`config.mk`:
```
export PLATFORM = sky130hd
export DESIGN_NAME = lfu_frame_replacement
export DESIGN_NICKNAME = d
export VERILOG_FILES = /design/src/sv/lfu_pkg.sv /design/src/sv/lfu_ctrl.sv /design/src/sv/lfu_dp.sv /design/src/sv/lfu_frame_replacement.sv
export SDC_FILE = /design/constraint.sdc
export NUM_CORES = 1
export LEC_CHECK = 0
export BUFFER_PORTS_ARGS = -buffer_cell sky130_fd_sc_hd__buf_2
export CORE_MARGIN = 8
export CORE_UTILIZATION = 42
export CTS_CLUSTER_DIAMETER = 60
export CTS_CLUSTER_SIZE = 40
export DETAILED_ROUTE_END_ITERATION = 8
export SYNTH_ARGS = -nofsm -noshare
export SYNTH_HDL_FRONTEND = slang
export SYNTH_SLANG_ARGS = --single-unit
```
`constraint.sdc`:
```
create_clock -name clk -period 7.1 [get_ports clk]
set_input_delay 1.065 -clock clk [delete_from_list [all_inputs] [get_ports clk]]
set_output_delay 1.065 -clock clk [all_outputs]
set_load 0.1 [all_outputs]
```
`src/sv/lfu_pkg.sv`:
```
// shared types and constants for the lfu frame replacement block
package lfu_pkg;

    localparam int KEY_W      = 16;
    localparam int HIT_W      = 16;
    localparam int STAMP_W    = 32;
    localparam int LIMIT_W    = 4;
    localparam int RPT_W      = 4;
    localparam int REPORT_MAX = 8;
    localparam int PADDR_W    = 3;
    localparam int PDATA_W    = 32;

    localparam logic [HIT_W-1:0]   HIT_MAX     = 16'hFFFF;
    localparam logic [LIMIT_W-1:0] LIMIT_RESET = 4'd8;

    // register index is paddr[2]
    localparam logic REG_ACTIVE  = 1'b0;

    localparam logic KIND_TOUCH  = 1'b0;
    localparam logic KIND_REPORT = 1'b1;

    typedef struct packed {
        logic [KEY_W-1:0]   key;
        logic [HIT_W-1:0]   hits;
        logic [STAMP_W-1:0] stamp;
    } frame_t;

    typedef enum logic [1:0] {
        ST_IDLE,
        ST_SCAN,
        ST_DRAIN,
        ST_EMIT
    } state_t;

    typedef struct packed {
        logic load;
        logic scan_start;
        logic scan_step;
        logic emit;
    } cmd_t;

    typedef struct packed {
        logic is_report;
        logic issue_last;
        logic out_free;
        logic last_result;
    } sts_t;

endpackage

```
`src/sv/lfu_ctrl.sv`:
```
// controller state machine for the lfu frame replacement block
module lfu_ctrl
    import lfu_pkg::*;
(
    input  logic clk,
    input  logic rst_n,
    input  logic in_valid,
    output logic in_ready,
    input  sts_t sts,
    output cmd_t cmd
);

    state_t state_reg;
    state_t state_next;

    always_ff @(posedge clk or negedge rst_n)
    begin
        if (!rst_n)
        begin
            state_reg <= ST_IDLE;
        end
        else
        begin
            state_reg <= state_next;
        end
    end

    always_comb
    begin
        state_next = state_reg;
        case (state_reg)
            ST_IDLE:
            begin
                if (in_valid)
                begin
                    state_next = ST_SCAN;
                end
            end
            ST_SCAN:
            begin
                if (sts.issue_last)
                begin
                    state_next = ST_DRAIN;
                end
            end
            ST_DRAIN:
            begin
                state_next = ST_EMIT;
            end
            ST_EMIT:
            begin
                if (sts.out_free)
                begin
                    if (!sts.is_report || sts.last_result)
                    begin
                        state_next = ST_IDLE;
                    end
                    else
                    begin
                        state_next = ST_SCAN;
                    end
                end
            end
            default:
            begin
                state_next = ST_IDLE;
            end
        endcase
    end

    always_comb
    begin
        in_ready       = 1'b0;
        cmd            = '0;
        case (state_reg)
            ST_IDLE:
            begin
                in_ready       = 1'b1;
                cmd.load       = in_valid;
                cmd.scan_start = in_valid;
            end
            ST_SCAN:
            begin
                cmd.scan_step = 1'b1;
            end
            ST_DRAIN:
            begin
                cmd = '0;
            end
            ST_EMIT:
            begin
                cmd.emit       = sts.out_free;
                // another pass for the next sorted key
                cmd.scan_start = sts.out_free && sts.is_report && !sts.last_result;
            end
            default:
            begin
                cmd = '0;
            end
        endcase
    end

endmodule

```
`src/sv/lfu_dp.sv`:
```
// datapath: frame memory, scan accumulators and result register
module lfu_dp
    import lfu_pkg::*;
#(
    parameter int FRAMES = 8
)
(
    input  logic               clk,
    input  logic               rst_n,
    input  cmd_t               cmd,
    output sts_t               sts,
    input  logic               kind,
    input  logic [KEY_W-1:0]   touch_key,
    input  logic [LIMIT_W-1:0] active_frames,
    input  logic               out_ready,
    output logic               out_valid,
    output logic [KEY_W-1:0]   entry_key,
    output logic [HIT_W-1:0]   entry_count,
    output logic               entry_valid,
    output logic               was_present,
    output logic               last
);

    localparam int IDX_W  = (FRAMES > 1) ? $clog2(FRAMES) : 1;
    localparam int HELD_W = $clog2(FRAMES + 1);
    localparam int CMP_W  = (HELD_W > RPT_W) ? HELD_W : RPT_W;
    localparam logic [IDX_W-1:0] LAST_IDX = IDX_W'(FRAMES - 1);

    frame_t mem [FRAMES];

    logic               kind_reg;
    logic [KEY_W-1:0]   tkey_reg;
    logic [STAMP_W-1:0] stamp_ctr_reg;
    logic [FRAMES-1:0]  used_reg;
    logic [IDX_W-1:0]   rd_idx_reg;
    logic               rv_reg;
    logic [IDX_W-1:0]   ridx_reg;
    frame_t             rd_data_reg;

    logic [HELD_W-1:0]  held_reg;
    logic               match_found_reg;
    logic [IDX_W-1:0]   match_idx_reg;
    frame_t             match_frame_reg;
    logic               free_found_reg;
    logic [IDX_W-1:0]   free_idx_reg;
    logic               victim_found_reg;
    logic [IDX_W-1:0]   victim_idx_reg;
    frame_t             victim_frame_reg;
    logic               best_found_reg;
    frame_t             best_frame_reg;
    logic [KEY_W-1:0]   prev_key_reg;
    logic [RPT_W-2:0]   pass_reg;

    logic               out_valid_reg;
    logic [KEY_W-1:0]   entry_key_reg;
    logic [HIT_W-1:0]   entry_count_reg;
    logic               entry_valid_reg;
    logic               was_present_reg;
    logic               last_reg;

    logic               cur_used;
    logic               hit_take;
    logic               free_take;
    logic               victim_take;
    logic               best_take;
    logic [CMP_W-1:0]   act_ext;
    logic [CMP_W-1:0]   limit;
    logic [CMP_W-1:0]   held_ext;
    logic [CMP_W-1:0]   rpt_len;
    logic               place;
    logic               last_rpt;
    logic               wr_en;
    logic [IDX_W-1:0]   waddr;
    frame_t             wdata;
    logic [KEY_W-1:0]   res_key;
    logic [HIT_W-1:0]   res_count;
    logic               res_valid;
    logic               res_present;
    logic               res_last;

    // compare stage on the registered read
    always_comb
    begin
        cur_used  = used_reg[ridx_reg];
        hit_take  = rv_reg && cur_used && (rd_data_reg.key == tkey_reg);
        free_take = rv_reg && !cur_used && !free_found_reg;
        victim_take = rv_reg && cur_used &&
                      (!victim_found_reg ||
                       (rd_data_reg.hits < victim_frame_reg.hits) ||
                       ((rd_data_reg.hits == victim_frame_reg.hits) &&
                        (rd_data_reg.stamp < victim_frame_reg.stamp)));
        best_take = rv_reg && cur_used &&
                    ((pass_reg == '0) || (rd_data_reg.key > prev_key_reg)) &&
                    (!best_found_reg || (rd_data_reg.key < best_frame_reg.key));
    end

    // limit clamp and report length
    always_comb
    begin
        act_ext  = CMP_W'(active_frames);
        held_ext = CMP_W'(held_reg);
        if (act_ext == '0)
        begin
            limit = CMP_W'(1);
        end
        else if (act_ext > CMP_W'(FRAMES))
        begin
            limit = CMP_W'(FRAMES);
        end
        else
        begin
            limit = act_ext;
        end
        if (held_ext > CMP_W'(REPORT_MAX))
        begin
            rpt_len = CMP_W'(REPORT_MAX);
        end
        else
        begin
            rpt_len = held_ext;
        end
        place    = free_found_reg && (held_ext < limit);
        last_rpt = (held_reg == '0) || ((CMP_W'(pass_reg) + CMP_W'(1)) == rpt_len);
    end

    // frame update for a touch
    always_comb
    begin
        wr_en = cmd.emit && (kind_reg == KIND_TOUCH);
        if (match_found_reg)
        begin
            waddr = match_idx_reg;
            wdata = match_frame_reg;
            if (match_frame_reg.hits != HIT_MAX)
            begin
                wdata.hits = match_frame_reg.hits + HIT_W'(1);
            end
        end
        else
        begin
            waddr = place ? free_idx_reg : victim_idx_reg;
            wdata.key   = tkey_reg;
            wdata.hits  = HIT_W'(1);
            wdata.stamp = stamp_ctr_reg;
        end
    end

    // result forming
    always_comb
    begin
        if (kind_reg == KIND_TOUCH)
        begin
            res_valid   = !match_found_reg && !place;
            res_key     = res_valid ? victim_frame_reg.key : '0;
            res_count   = '0;
            res_present = match_found_reg;
            res_last    = 1'b1;
        end
        else if (best_found_reg)
        begin
            res_valid   = 1'b1;
            res_key     = best_frame_reg.key;
            res_count   = best_frame_reg.hits;
            res_present = 1'b0;
            res_last    = last_rpt;
        end
        else
        begin
            res_valid   = 1'b0;
            res_key     = '0;
            res_count   = '0;
            res_present = 1'b0;
            res_last    = 1'b1;
        end
    end

    always_ff @(posedge clk or negedge rst_n)
    begin
        if (!rst_n)
        begin
            stamp_ctr_reg    <= '0;
            used_reg         <= '0;
            rv_reg           <= 1'b0;
            out_valid_reg    <= 1'b0;
            match_found_reg  <= 1'b0;
            free_found_reg   <= 1'b0;
            victim_found_reg <= 1'b0;
            best_found_reg   <= 1'b0;
            held_reg         <= '0;
            pass_reg         <= '0;
            rd_idx_reg       <= '0;
        end
        else
        begin
            rv_reg <= cmd.scan_step;
            if (cmd.load)
            begin
                pass_reg <= '0;
            end
            else if (cmd.emit && (kind_reg == KIND_REPORT))
            begin
                pass_reg <= pass_reg + 1'b1;
            end
            if (cmd.scan_start)
            begin
                rd_idx_reg       <= '0;
                held_reg         <= '0;
                match_found_reg  <= 1'b0;
                free_found_reg   <= 1'b0;
                victim_found_reg <= 1'b0;
                best_found_reg   <= 1'b0;
            end
            else
            begin
                if (cmd.scan_step)
                begin
                    rd_idx_reg <= rd_idx_reg + 1'b1;
                end
                if (rv_reg && cur_used)
                begin
                    held_reg <= held_reg + 1'b1;
                end
                if (hit_take)
                begin
                    match_found_reg <= 1'b1;
                end
                if (free_take)
                begin
                    free_found_reg <= 1'b1;
                end
                if (victim_take)
                begin
                    victim_found_reg <= 1'b1;
                end
                if (best_take)
                begin
                    best_found_reg <= 1'b1;
                end
            end
            if (wr_en)
            begin
                stamp_ctr_reg <= stamp_ctr_reg + 1'b1;
                if (!match_found_reg)
                begin
                    used_reg[waddr] <= 1'b1;
                end
            end
            if (cmd.emit)
            begin
                out_valid_reg <= 1'b1;
            end
            else if (out_ready)
            begin
                out_valid_reg <= 1'b0;
            end
        end
    end

    always_ff @(posedge clk)
    begin
        if (cmd.load)
        begin
            kind_reg <= kind;
            tkey_reg <= touch_key;
        end
        if (cmd.scan_step)
        begin
            rd_data_reg <= mem[rd_idx_reg];
            ridx_reg    <= rd_idx_reg;
        end
        if (wr_en)
        begin
            mem[waddr] <= wdata;
        end
        if (hit_take)
        begin
            match_idx_reg   <= ridx_reg;
            match_frame_reg <= rd_data_reg;
        end
        if (free_take)
        begin
            free_idx_reg <= ridx_reg;
        end
        if (victim_take)
        begin
            victim_idx_reg   <= ridx_reg;
            victim_frame_reg <= rd_data_reg;
        end
        if (best_take)
        begin
            best_frame_reg <= rd_data_reg;
        end
        if (cmd.emit)
        begin
            prev_key_reg    <= best_frame_reg.key;
            entry_key_reg   <= res_key;
            entry_count_reg <= res_count;
            entry_valid_reg <= res_valid;
            was_present_reg <= res_present;
            last_reg        <= res_last;
        end
    end

    assign sts.is_report   = (kind_reg == KIND_REPORT);
    assign sts.issue_last  = (rd_idx_reg == LAST_IDX);
    assign sts.out_free    = !out_valid_reg || out_ready;
    assign sts.last_result = last_rpt;

    assign out_valid   = out_valid_reg;
    assign entry_key   = entry_key_reg;
    assign entry_count = entry_count_reg;
    assign entry_valid = entry_valid_reg;
    assign was_present = was_present_reg;
    assign last        = last_reg;

endmodule

```
`src/sv/lfu_frame_replacement.sv`:
```
// top level: config register, controller and datapath of the lfu frame replacement block
// touch item: one scan over all frames, then the drain and emit states load the result
// report item: one full scan over all frames per listed key, up to 8 keys
// a new item is accepted once the last result is loaded; results wait in an output register
// rst_n is asynchronous active low: all frames free, stamp counter zero, active_frames 8
// no clearing pass after reset; frame contents are read only behind their used bits
module lfu_frame_replacement
    import lfu_pkg::*;
#(
    parameter int FRAMES = 8
)
(
    input  logic               clk,
    input  logic               rst_n,
    input  logic               in_valid,
    output logic               in_ready,
    input  logic               kind,
    input  logic [KEY_W-1:0]   touch_key,
    output logic               out_valid,
    input  logic               out_ready,
    output logic [KEY_W-1:0]   entry_key,
    output logic [HIT_W-1:0]   entry_count,
    output logic               entry_valid,
    output logic               was_present,
    output logic               last,
    input  logic               psel,
    input  logic               penable,
    input  logic               pwrite,
    input  logic [PADDR_W-1:0] paddr,
    input  logic [PDATA_W-1:0] pwdata,
    output logic [PDATA_W-1:0] prdata,
    output logic               pready
);

    logic [LIMIT_W-1:0] active_reg;
    cmd_t               cmd;
    sts_t               sts;

    assign pready = 1'b1;

    always_ff @(posedge clk or negedge rst_n)
    begin
        if (!rst_n)
        begin
            active_reg <= LIMIT_RESET;
        end
        else if (psel && penable && pwrite && pready && (paddr[2] == REG_ACTIVE))
        begin
            active_reg <= pwdata[LIMIT_W-1:0];
        end
    end

    assign prdata = (paddr[2] == REG_ACTIVE) ? PDATA_W'(active_reg) : '0;

    lfu_ctrl u_ctrl (
        .clk      (clk),
        .rst_n    (rst_n),
        .in_valid (in_valid),
        .in_ready (in_ready),
        .sts      (sts),
        .cmd      (cmd)
    );

    lfu_dp #(
        .FRAMES (FRAMES)
    ) u_dp (
        .clk           (clk),
        .rst_n         (rst_n),
        .cmd           (cmd),
        .sts           (sts),
        .kind          (kind),
        .touch_key     (touch_key),
        .active_frames (active_reg),
        .out_ready     (out_ready),
        .out_valid     (out_valid),
        .entry_key     (entry_key),
        .entry_count   (entry_count),
        .entry_valid   (entry_valid),
        .was_present   (was_present),
        .last          (last)
    );

endmodule

```
Yosys cells after proc, flatten, opt, wreduce, memory -nomap -nowiden --
Memories as Yosys holds them, arrays and structs flattened. A register that Yosys moved wholly into a read port is not among the register bits. Index checks and enable logic that the tools add are counted.
Storage, ports and cells: register bits after elaboration 302, input port bits 59, memory bits (writable) 512, ROM bits 0, word-level logic and storage cells 159, memories 1, latch bits 0
Memory list:
- u_dp.mem | words 8, bits a word 64, read ports 1, clocked after memory_dff 1, wr ports 1, line lfu_dp.sv:29 | frame_t mem [FRAMES];
Operators by class: shift-type cells 0, reductions and logical operators 49, order comparisons 10, add/subtract/negate cells 6, divide/modulo/power cells 0, equality and inequality tests 11, multipliers 0, muxes and demuxes 45, bitwise gates (word level) 4
Operators with widths (number):
- two-way mux 16 bit | 4
- two-way mux 64 bit | 1
- adder 32 x 1 -> 32 bit (second input constant) | 1
- == test 16 bit | 2
- < comparator 16 bit | 2
- < comparator 32 bit | 1
- two-way mux 4 bit | 6
- two-way mux 1 bit | 21
- logical AND 1 bit | 18
- two-way mux 3 bit | 6
- adder 16 x 1 -> 16 bit (second input constant) | 1
- greater-than comparator 16 bit | 1
- inequality test 16 bit (second input constant) | 1
- nonzero test 2 bit | 8
- logical NOT 1 bit | 9
- greater-than comparator 4 bit (second input constant) | 2
- logical NOT 4 bit | 2
- < comparator 3 x 4 -> 1 bit (second input constant) | 2
- OR 8 bit | 1
- one-hot mux 2 bit (4 select lines) | 1
- logical OR 1 bit | 7
- adder 3 x 1 -> 3 bit (second input constant) | 2
- two-way mux 2 bit | 3
- adder 3 x 1 -> 4 bit (second input constant) | 1
- 17 further kinds | 22

Logic depth before layout (Yosys ltp) --
Gate-level depths: netlist of run 1.
word-level depth 12, gate-level depth with buffers 9

Hierarchy --
From an unflattened synthesis of run 1, not the netlist that was laid out.
Second synthesis, totals: cell total of the unflattened synthesis 1848, area total of the unflattened synthesis 35162.5 µm²
By module, submodules not included:
- lfu_dp | times used 1, cells each 1782, area an instance 34529.4 µm²
- lfu_frame_replacement | times used 1, cells each 44, area an instance 430.4 µm²
- lfu_ctrl | times used 1, cells each 22, area an instance 202.7 µm²

Least setup slack after synthesis of run 1 --
OpenSTA, ideal clock, no wires.
path kind reg2reg, start point register u_dp.rd_data_reg[33] (netlist name), end point register u_dp.victim_frame_reg[0] in the netlist's numbering, enable pin, stages on the path, launching flop included 8, setup slack 1606 ps, path buffers 0, data arrival time 4961 ps, path through edfxtp_1 > ha_1 > nor2b_1 > o211ai_1 > a21oi_1 > nor3_1 > o31ai_1 > a31oi_1
On the way: cells in the longest elaborated chain, start to end 4, elaborated cells on any way between the ends 6
RTL lines:
- < comparator 16 bit / == test 16 bit (equally long branches) | line lfu_dp.sv:89, lfu_dp.sv:90
- logical OR 1 bit / logical AND 1 bit (equally long branches) | line lfu_dp.sv:88, lfu_dp.sv:90
- logical OR 1 bit * | line lfu_dp.sv:89 | (rd_data_reg.hits < victim_frame_reg.hits) ||
- logical AND 1 bit * | line lfu_dp.sv:87 | victim_take = rv_reg && cur_used &&
- via u_dp.victim_take | line lfu_dp.sv:64 | logic victim_take;
- end signal: assignment | line lfu_dp.sv:287 | victim_frame_reg <= rd_data_reg;
- end: declaration | line lfu_dp.sv:48 | frame_t victim_frame_reg;
Mark *: on every way through the listed nets, which the timed path passes. The rest lies on a longest branch. A chain may end at the register's enable or synchronous reset.

Worst setup path in the final report of run 1 --
start point register u_dp.rd_data_reg[43] (netlist name), end point register u_dp.victim_frame_reg[27] in the netlist's numbering, enable pin
On the way: cells in the longest elaborated chain, start to end 4, elaborated cells on any way between the ends 6
RTL lines (line):
- < comparator 16 bit / == test 16 bit (equally long branches) | lfu_dp.sv:89, lfu_dp.sv:90
- logical OR 1 bit / logical AND 1 bit (equally long branches) | lfu_dp.sv:88, lfu_dp.sv:90
- logical OR 1 bit * | lfu_dp.sv:89
- logical AND 1 bit * | lfu_dp.sv:87
- via u_dp.victim_take | lfu_dp.sv:64
Marks and branches as above.

==> results of run 1 <==
==> worst paths after layout <==
kind	slack, ps	endpoint	cells past startpoint	startpoint
max in group asynchronous	5630	u_dp.rd_idx_reg[2]$_DFFE_PN0P_	2	rst_n
worst min-delay path	300	u_dp.stamp_ctr_reg[30]$_DFFE_PN0P_	1	rst_n
worst min register to register	450	u_dp.used_reg[1]$_DFFE_PN0P_	1	u_dp.used_reg[1]$_DFFE_PN0P_
min in group clk	450	u_dp.used_reg[1]$_DFFE_PN0P_	1	u_dp.used_reg[1]$_DFFE_PN0P_
worst max-delay path	2980	u_dp.victim_frame_reg[27]$_DFFE_PP_	7	u_dp.rd_data_reg[43]$_DFFE_PP_
worst max register to register	2980	u_dp.victim_frame_reg[27]$_DFFE_PP_	7	u_dp.rd_data_reg[43]$_DFFE_PP_
==> through the flow <==
step | cells | worst slack [ps] | power [mW] | cell area, µm²
floorplan | 1892 | 1610 | 11.2 | 35300
global placement | 2982 | 2970 | 12.5 | 36900
detailed placement | 2982 | 2920 | 12.6 | 36900
CTS | 3101 | 2920 | 16.7 | 39300
global route | 3101 | 2800 | 17.3 | 39300
finish | 3101 | 2980 | 16.4 | 39300
==> layout make-up <==
cell class / instances / area, µm² / share of cell area (%)
Timing Repair Buffer: 97 / 621 / 1.58
Clock buffer: 72 / 1740 / 4.42
Inverter: 104 / 390 / 0.994
Clock inverter: 47 / 639 / 1.63
Tap cell: 1080 / 1350 / 3.44
Multi-Input combinational cell: 823 / 8480 / 21.6
Sequential cell: 878 / 26100 / 66.4
==> cell usage in the layout (no fill, tap or decap), types with 5 or more instances in the layout <==
cell type,Yosys,layout
sky130_fd_sc_hd__and2_1,10,10
sky130_fd_sc_hd__conb_1,2,29
sky130_fd_sc_hd__ha_1,92,91
sky130_fd_sc_hd__o21ai_0,19,19
sky130_fd_sc_hd__buf_2,15,68
sky130_fd_sc_hd__nor2_4,0,10
sky130_fd_sc_hd__clkbuf_16,0,68
sky130_fd_sc_hd__a21oi_1,35,35
sky130_fd_sc_hd__mux2_2,113,113
sky130_fd_sc_hd__nand3_1,17,17
sky130_fd_sc_hd__inv_1,103,103
sky130_fd_sc_hd__nor4_1,6,6
sky130_fd_sc_hd__nand2b_1,12,12
sky130_fd_sc_hd__clkinv_8,0,12
sky130_fd_sc_hd__edfxtp_1,816,816
sky130_fd_sc_hd__buf_12,0,5
sky130_fd_sc_hd__dfrtp_1,61,57
sky130_fd_sc_hd__a21o_1,17,17
sky130_fd_sc_hd__xnor2_1,34,34
sky130_fd_sc_hd__inv_6,0,7
sky130_fd_sc_hd__nor2_1,58,48
sky130_fd_sc_hd__nand2_1,53,53
sky130_fd_sc_hd__and3_1,29,29
sky130_fd_sc_hd__nor2b_1,10,10
sky130_fd_sc_hd__a22o_1,16,16
sky130_fd_sc_hd__mux4_2,130,130
sky130_fd_sc_hd__nand4_1,24,24
sky130_fd_sc_hd__xor2_1,28,28
sky130_fd_sc_hd__mux2i_1,11,11
sky130_fd_sc_hd__buf_4,29,24
sky130_fd_sc_hd__nor3_1,13,13
==> cells by family (layout without fill, tap and decap cells) <==
group / count (synthesis) / after routing / share of synthesized area (%)
AO/OA/AOI/OAI: 132 / 132 / 2.62
XOR/XNOR: 63 / 63 / 1.61
adder cells (fa/ha/maj): 92 / 92 / 3.27
buffers and inverters: 191 / 320 / 2.42
flip-flops: 878 / 878 / 74.1
multiplexers: 254 / 254 / 12.3
other: 2 / 29 / 0.0214
AND/OR/NAND/NOR: 253 / 253 / 3.70
==> routing by layer <==
layer / wire (µm) / share of wire (%)
met5: 0 / 0
met4: 1090 / 1.5
met1: 31900 / 45
met3: 3060 / 4.3
met2: 35500 / 50
==> power by group <==
| group | internal [mW] | switching [mW] | leakage (nW) |
|---|---|---|---|
| combinational | 1.78 | 2.85 | 4.20 |
| sequential | 7.13 | 0.654 | 8.29 |
| clock | 2.05 | 1.99 | 1.15 |
==> out/metrics.csv, run 1 <==
metric,value,unit
pin count of the biggest net entering global routing,94,
number of flip-flops in the largest register,512,
global-route congestion overflow total,0,
Cell Pwr Density,419,nW/µm²
"EDFF count, synth",816,
worst voltage drop across the vdd grid,0.000296,V
iteration-0 DRC count of the detailed router,1331,
Post-synth top cells,"sky130_fd_sc_hd__edfxtp_1, sky130_fd_sc_hd__mux4_2, sky130_fd_sc_hd__mux2_2",
crit path buf inv count,1,
antenna violations before repair,0,
count of clock tree sinks,878,
wire length per cell after detailed routing,23.1,µm
global-route met3 utilization,2.20,%
die boundary width,305,µm
met2 layer usage reported by global route,26.0,%
number of nets at the end of the flow,2121,
max-slew headroom at the worst pin,34.2,%
maximum frequency from static timing analysis,0.243,GHz
antenna diode instance count,0,
max-slew violation count,0,
async set-or-reset flop fraction in the synthesized netlist,7.06,%
sequential cell area fraction in the yosys report,74.1,%
post-CTS repair timing setup buffer count,0,
worst clock skew,55.5,ps
register ranked first by flip-flop count,u_dp.mem,
share of the cycle needed by the critical path after routing,58.1,%
post-layout min period,4120,ps
Clock transition at path regs,90,ps
post-synthesis cell type with the largest combined area,sky130_fd_sc_hd__edfxtp_1,
element type at the critical path end,flip-flop,
number of clock buffers inserted by TritonCTS,66,
cell leakage power,13.6,nW
fraction of layout instances using a drive strength above 1,24.0,%
maxcap violations,0,
area fraction of the dominant cell type after synthesis,69.7,%
result of the run,"complete, no violations",
count of input and output buffers,69,
data arrival time of the critical path,4360,ps
area of the die,93200,µm²
number of failing setup endpoints in the final timing report,0,
CP Data Required Time,7340,ps
aggregate negative setup slack,0,ps
Worst Tran Pin Value,987,ps
mean post-synth cell area,18.9,µm²
category of the worst setup path launch point,flip-flop,
Worst Path Max Fanout,48,
post-cts repair resize count,0,
"count leader, synth",sky130_fd_sc_hd__edfxtp_1,
number of synthesis warnings,0,
CP max stage delay,810,ps
DRT Pass-1 Iters,5,
effective utilization at floorplan,42.2,%
count of hold buffers inserted by post-cts repair,0,
chain of cells forming the critical path,ha_1 > nand4_1 > nor3_1 > o2111a_1 > o221ai_1 > a31oi_4 > buf_4,
via count,16700,
Remaining DRCs,0,
die boundary height,305,µm
clock latency at the later pin of the worst-skew pair,640,ps
Layout area overhead,11.7,%
Hold Fails Final Rpt,0,
Top Family by Delay on Critical Path,compound AO/OA/AOI/OAI gates,
final weighted congestion in routability-driven placement,0.763,
global routing usage on met1,20.7,%
number of global-route vias before repair,17600,
total routed wirelength,71500,µm
number of filler instances in the final layout,6895,
Netlist cell types,73,
htree depth,3,
Post-Syn Area,35200,µm²
root buffer cell,sky130_fd_sc_hd__clkbuf_16,
number of nets still failing antenna checks after routing,0,
post-DP HPWL,41300,µm
via density per instance,5.38,
final cell utilization of the core,47.2,%
critical setup path kind,reg2reg,
global-route wire length before repair,110000,µm
flip-flop and latch count after synthesis,878,
main flop type after synthesis,sky130_fd_sc_hd__edfxtp_1,
"Most Used Layer, Global Route",met2,
number of cells produced by synthesis,1865,
IO Count,129,
main area contributors after synthesis,"sky130_fd_sc_hd__edfxtp_1, sky130_fd_sc_hd__mux4_2, sky130_fd_sc_hd__dfrtp_1, sky130_fd_sc_hd__mux2_2, sky130_fd_sc_hd__ha_1",
number of rows in the core area,106,
"slowest stage cell, crit path",sky130_fd_sc_hd__a31oi_4,
overall routing resource usage,15.3,%
class of the tightest hold or removal check,in2async,
floorplan core area,83300,µm²
RSZ-0062 raised after global routing,no,
TritonCTS clock tree,yes,
smallest hold slack,296,ps
clk buf depth,3,
Power figures use the tool's default switching activity.
==> run 2: changes to the inputs <==
- clock period: 7.1 -> 3.8 ns (I/O delays scaled with it)
==> run 2 against run 1 <==
Compared with the run above: clock skew is 5.2 ps lower; clock-buffer cell count is 8 lower; register-to-register slack worse by 2700 ps; design area is 1.2% higher; routed wire length is 1.3% higher; utilization is 0.58 points higher; critical path depth is 3 higher; non-clock buffer count is 31 higher; hold slack worse by 230 ps; power is 88% higher; global-route usage is 0.13 points higher; flip-flop and latch count stayed put; highest routed layer unchanged.
==> out/metrics.csv, run 2 (synthesis gave the netlist of run 1 again) <==
metric,value,unit,change
global routing usage on met1,20.1,%,was 20.7%
final weighted congestion in routability-driven placement,0.808,,was 0.763
number of global-route vias before repair,18000,,was 17600
number of nets at the end of the flow,2146,,was 2121
antenna diode instance count,0,,unchanged
area of the die,93200,µm²,unchanged
most common library cell in the layout ignoring fill and taps,sky130_fd_sc_hd__edfxtp_1,,unchanged
"commonest cells after routing, fill and taps aside","sky130_fd_sc_hd__edfxtp_1, sky130_fd_sc_hd__mux4_2, sky130_fd_sc_hd__mux2_2",,unchanged
antenna violations before repair,1,,was 0
via count,16800,,was 16700
Logic pwr share,29.1,%,was 28.1%
critical setup path kind,reg2reg,,unchanged
element type at the critical path end,flip-flop,,unchanged
effective utilization at floorplan,42.2,%,unchanged
number of nets still failing antenna checks after routing,0,,unchanged
smallest hold slack,65.6,ps,was 296 ps
number of clock buffers inserted by TritonCTS,60,,was 66
DRT Pass-1 Iters,4,,was 5
aggregate negative setup slack,0,ps,unchanged
floorplan core area,83300,µm²,unchanged
max-slew headroom at the worst pin,22.7,%,was 34.2%
global-route met3 utilization,2.39,%,was 2.20%
Remaining DRCs,0,,unchanged
Layout area overhead,13.1,%,was 11.7%
result of the run,"complete, no violations",,unchanged
share of the cycle needed by the critical path after routing,91.6,%,was 58.1%
area of placed instances,37500,µm²,was 36900 µm²
Cell Pwr Density,776,nW/µm²,was 419 nW/µm²
final cell utilization of the core,47.8,%,was 47.2%
number of flip-flops in the largest register,512,,unchanged
post-DP HPWL,44800,µm,was 41300 µm
total routed wirelength,72500,µm,was 71500 µm
CP Data Required Time,4140,ps,was 7340 ps
global-route congestion overflow total,0,,unchanged
Hold Fails Final Rpt,0,,unchanged
die boundary height,305,µm,unchanged
worst voltage drop across the vdd grid,0.000488,V,was 0.000296 V
cell leakage power,13.8,nW,was 13.6 nW
part of the power in registers,47.1,%,was 47.3%
clock power share,23.8,%,was 24.5%
maxcap violations,0,,unchanged
chain of cells forming the critical path,inv_1 > nand2_1 > ha_1 > or2_2 > a21oi_1 > a21oi_2 > mux2i_1 > a22oi_1 > nor2_4 > buf_12,,was ha_1 > nand4_1 > nor3_1 > o2111a_1 > o221ai_1 > a31oi_4 > buf_4
maximum frequency from static timing analysis,0.287,GHz,was 0.243 GHz
post-placement setup slack,325,ps,was 2920 ps
switching share of power,34.2,%,was 33.4%
Clock transition at path regs,90,ps,about the same
RSZ-0062 raised after global routing,no,,unchanged
class of the tightest hold or removal check,in2async,,unchanged
post-CTS repair timing setup buffer count,0,,unchanged
pin count of the biggest net entering global routing,69,,was 94
multi-input combinational cell area,8480,µm²,unchanged
"non-filler cells, final",3127,,was 3101
category of the worst setup path launch point,flip-flop,,unchanged
root buffer cell,sky130_fd_sc_hd__clkbuf_16,,unchanged
"Most Used Layer, Global Route",met2,,unchanged
post-cts repair resize count,0,,unchanged
PnR Total Power,30.9,mW,was 16.4 mW
TritonCTS clock tree,yes,,unchanged
Power Internal,20.3,mW,was 11.0 mW
number of filler instances in the final layout,6841,,was 6895
post-layout min period,3480,ps,was 4120 ps
number of failing setup endpoints in the final timing report,0,,unchanged
count of hold buffers inserted by post-cts repair,0,,unchanged
FF+latch area,26100,µm²,unchanged
count of input and output buffers,69,,unchanged
IO Count,129,,unchanged
count of clock tree sinks,878,,unchanged
clock latency at the later pin of the worst-skew pair,660,ps,was 640 ps
clk buf depth,3,,unchanged
global-route wire length before repair,111000,µm,was 110000 µm
data arrival time of the critical path,3820,ps,was 4360 ps
overall routing resource usage,15.4,%,was 15.3%
# placed instances,3013,,was 2982
cell area after layout,39800,µm²,was 39300 µm²
met2 layer usage reported by global route,26.8,%,was 26.0%
"slowest stage cell, crit path",sky130_fd_sc_hd__nor2_4,,was sky130_fd_sc_hd__a31oi_4
fraction of layout instances using a drive strength above 1,25.0,%,was 24.0%
die boundary width,305,µm,unchanged
worst clock skew,50.3,ps,was 55.5 ps
htree depth,2,,was 3
Worst Tran Pin Value,1150,ps,was 987 ps
via density per instance,5.36,,was 5.38
number of rows in the core area,106,,unchanged
CP max stage delay,560,ps,was 810 ps
setup ws final,321,ps,was 2980 ps
iteration-0 DRC count of the detailed router,1257,,was 1331
max-slew violation count,0,,unchanged
wire length per cell after detailed routing,23.2,µm,was 23.1 µm
power dissipated by switching net loads,10.5,mW,was 5.49 mW
Worst Path Max Fanout,21,,was 48
register ranked first by flip-flop count,u_dp.mem,,unchanged
==> run 2: cell count changes in the layout (fill, tap and decap cells not counted), sizes merged <==
cell,change
buf,+31
inv,+13
clkbuf,-8
clkinv,-6
clkinvlp,-3
bufinv,-1
==> run 2: area by class of cell <==
type / count / share of cell area, %
flip-flops and latches: 878 / 65.5
well taps: 1080 / 3.40
clock inverters: 50 / 1.90
inverters: 104 / 0.981
multi-input cells: 823 / 21.3
repair buffers: 128 / 2.96
clock buffers: 64 / 3.89
==> run 2: worst paths after layout <==
kind	start	to	slack, ps	depth (start not counted)
min	rst_n	u_dp.best_found_reg$_DFFE_PN0P_	70	1
min reg2reg	u_dp.used_reg[2]$_DFFE_PN0P_	u_dp.used_reg[2]$_DFFE_PN0P_	460	1
min in group clk	touch_key[1]	u_dp.tkey_reg[1]$_DFFE_PP_	80	1
max reg2reg	active_reg[3]$_DFFE_PN1P_	u_dp.mem[3][27]$_DFFE_PP_	320	10
max	active_reg[3]$_DFFE_PN1P_	u_dp.mem[3][27]$_DFFE_PP_	320	10
max in group asynchronous	rst_n	u_dp.rd_idx_reg[0]$_DFFE_PN0P_	3010	1
==> run 2: power by group through the flow <==
stage / logic, mW / clock network [mW] / registers, mW
floorplan: 5.85 / 0 / 15.1
global placement: 8.94 / 0 / 14.7
detailed placement: 9.15 / 0 / 14.8
CTS: 9.19 / 7.59 / 14.6
global route: 9.79 / 7.91 / 14.7
finish: 8.99 / 7.36 / 14.5
==> run 2: critical path: cells and delay by family (launching register included) <==
| family | cells | cell delay, ps |
|---|---|---|
| adders and majority gates | 1 | 210 |
| buffers and inverters | 2 | 350 |
| muxes | 1 | 470 |
| DFF | 1 | 550 |
| and+or+nand+nor | 3 | 910 |
| AOI/OAI and AO/OA | 3 | 660 |
==> run 2: metal layers <==
layer | wire (µm) | up-vias
li1 | - | 7507
met4 | 1770 | 0
met2 | 36500 | 309
met1 | 31400 | 8838
met5 | 0 | -
met3 | 2820 | 103
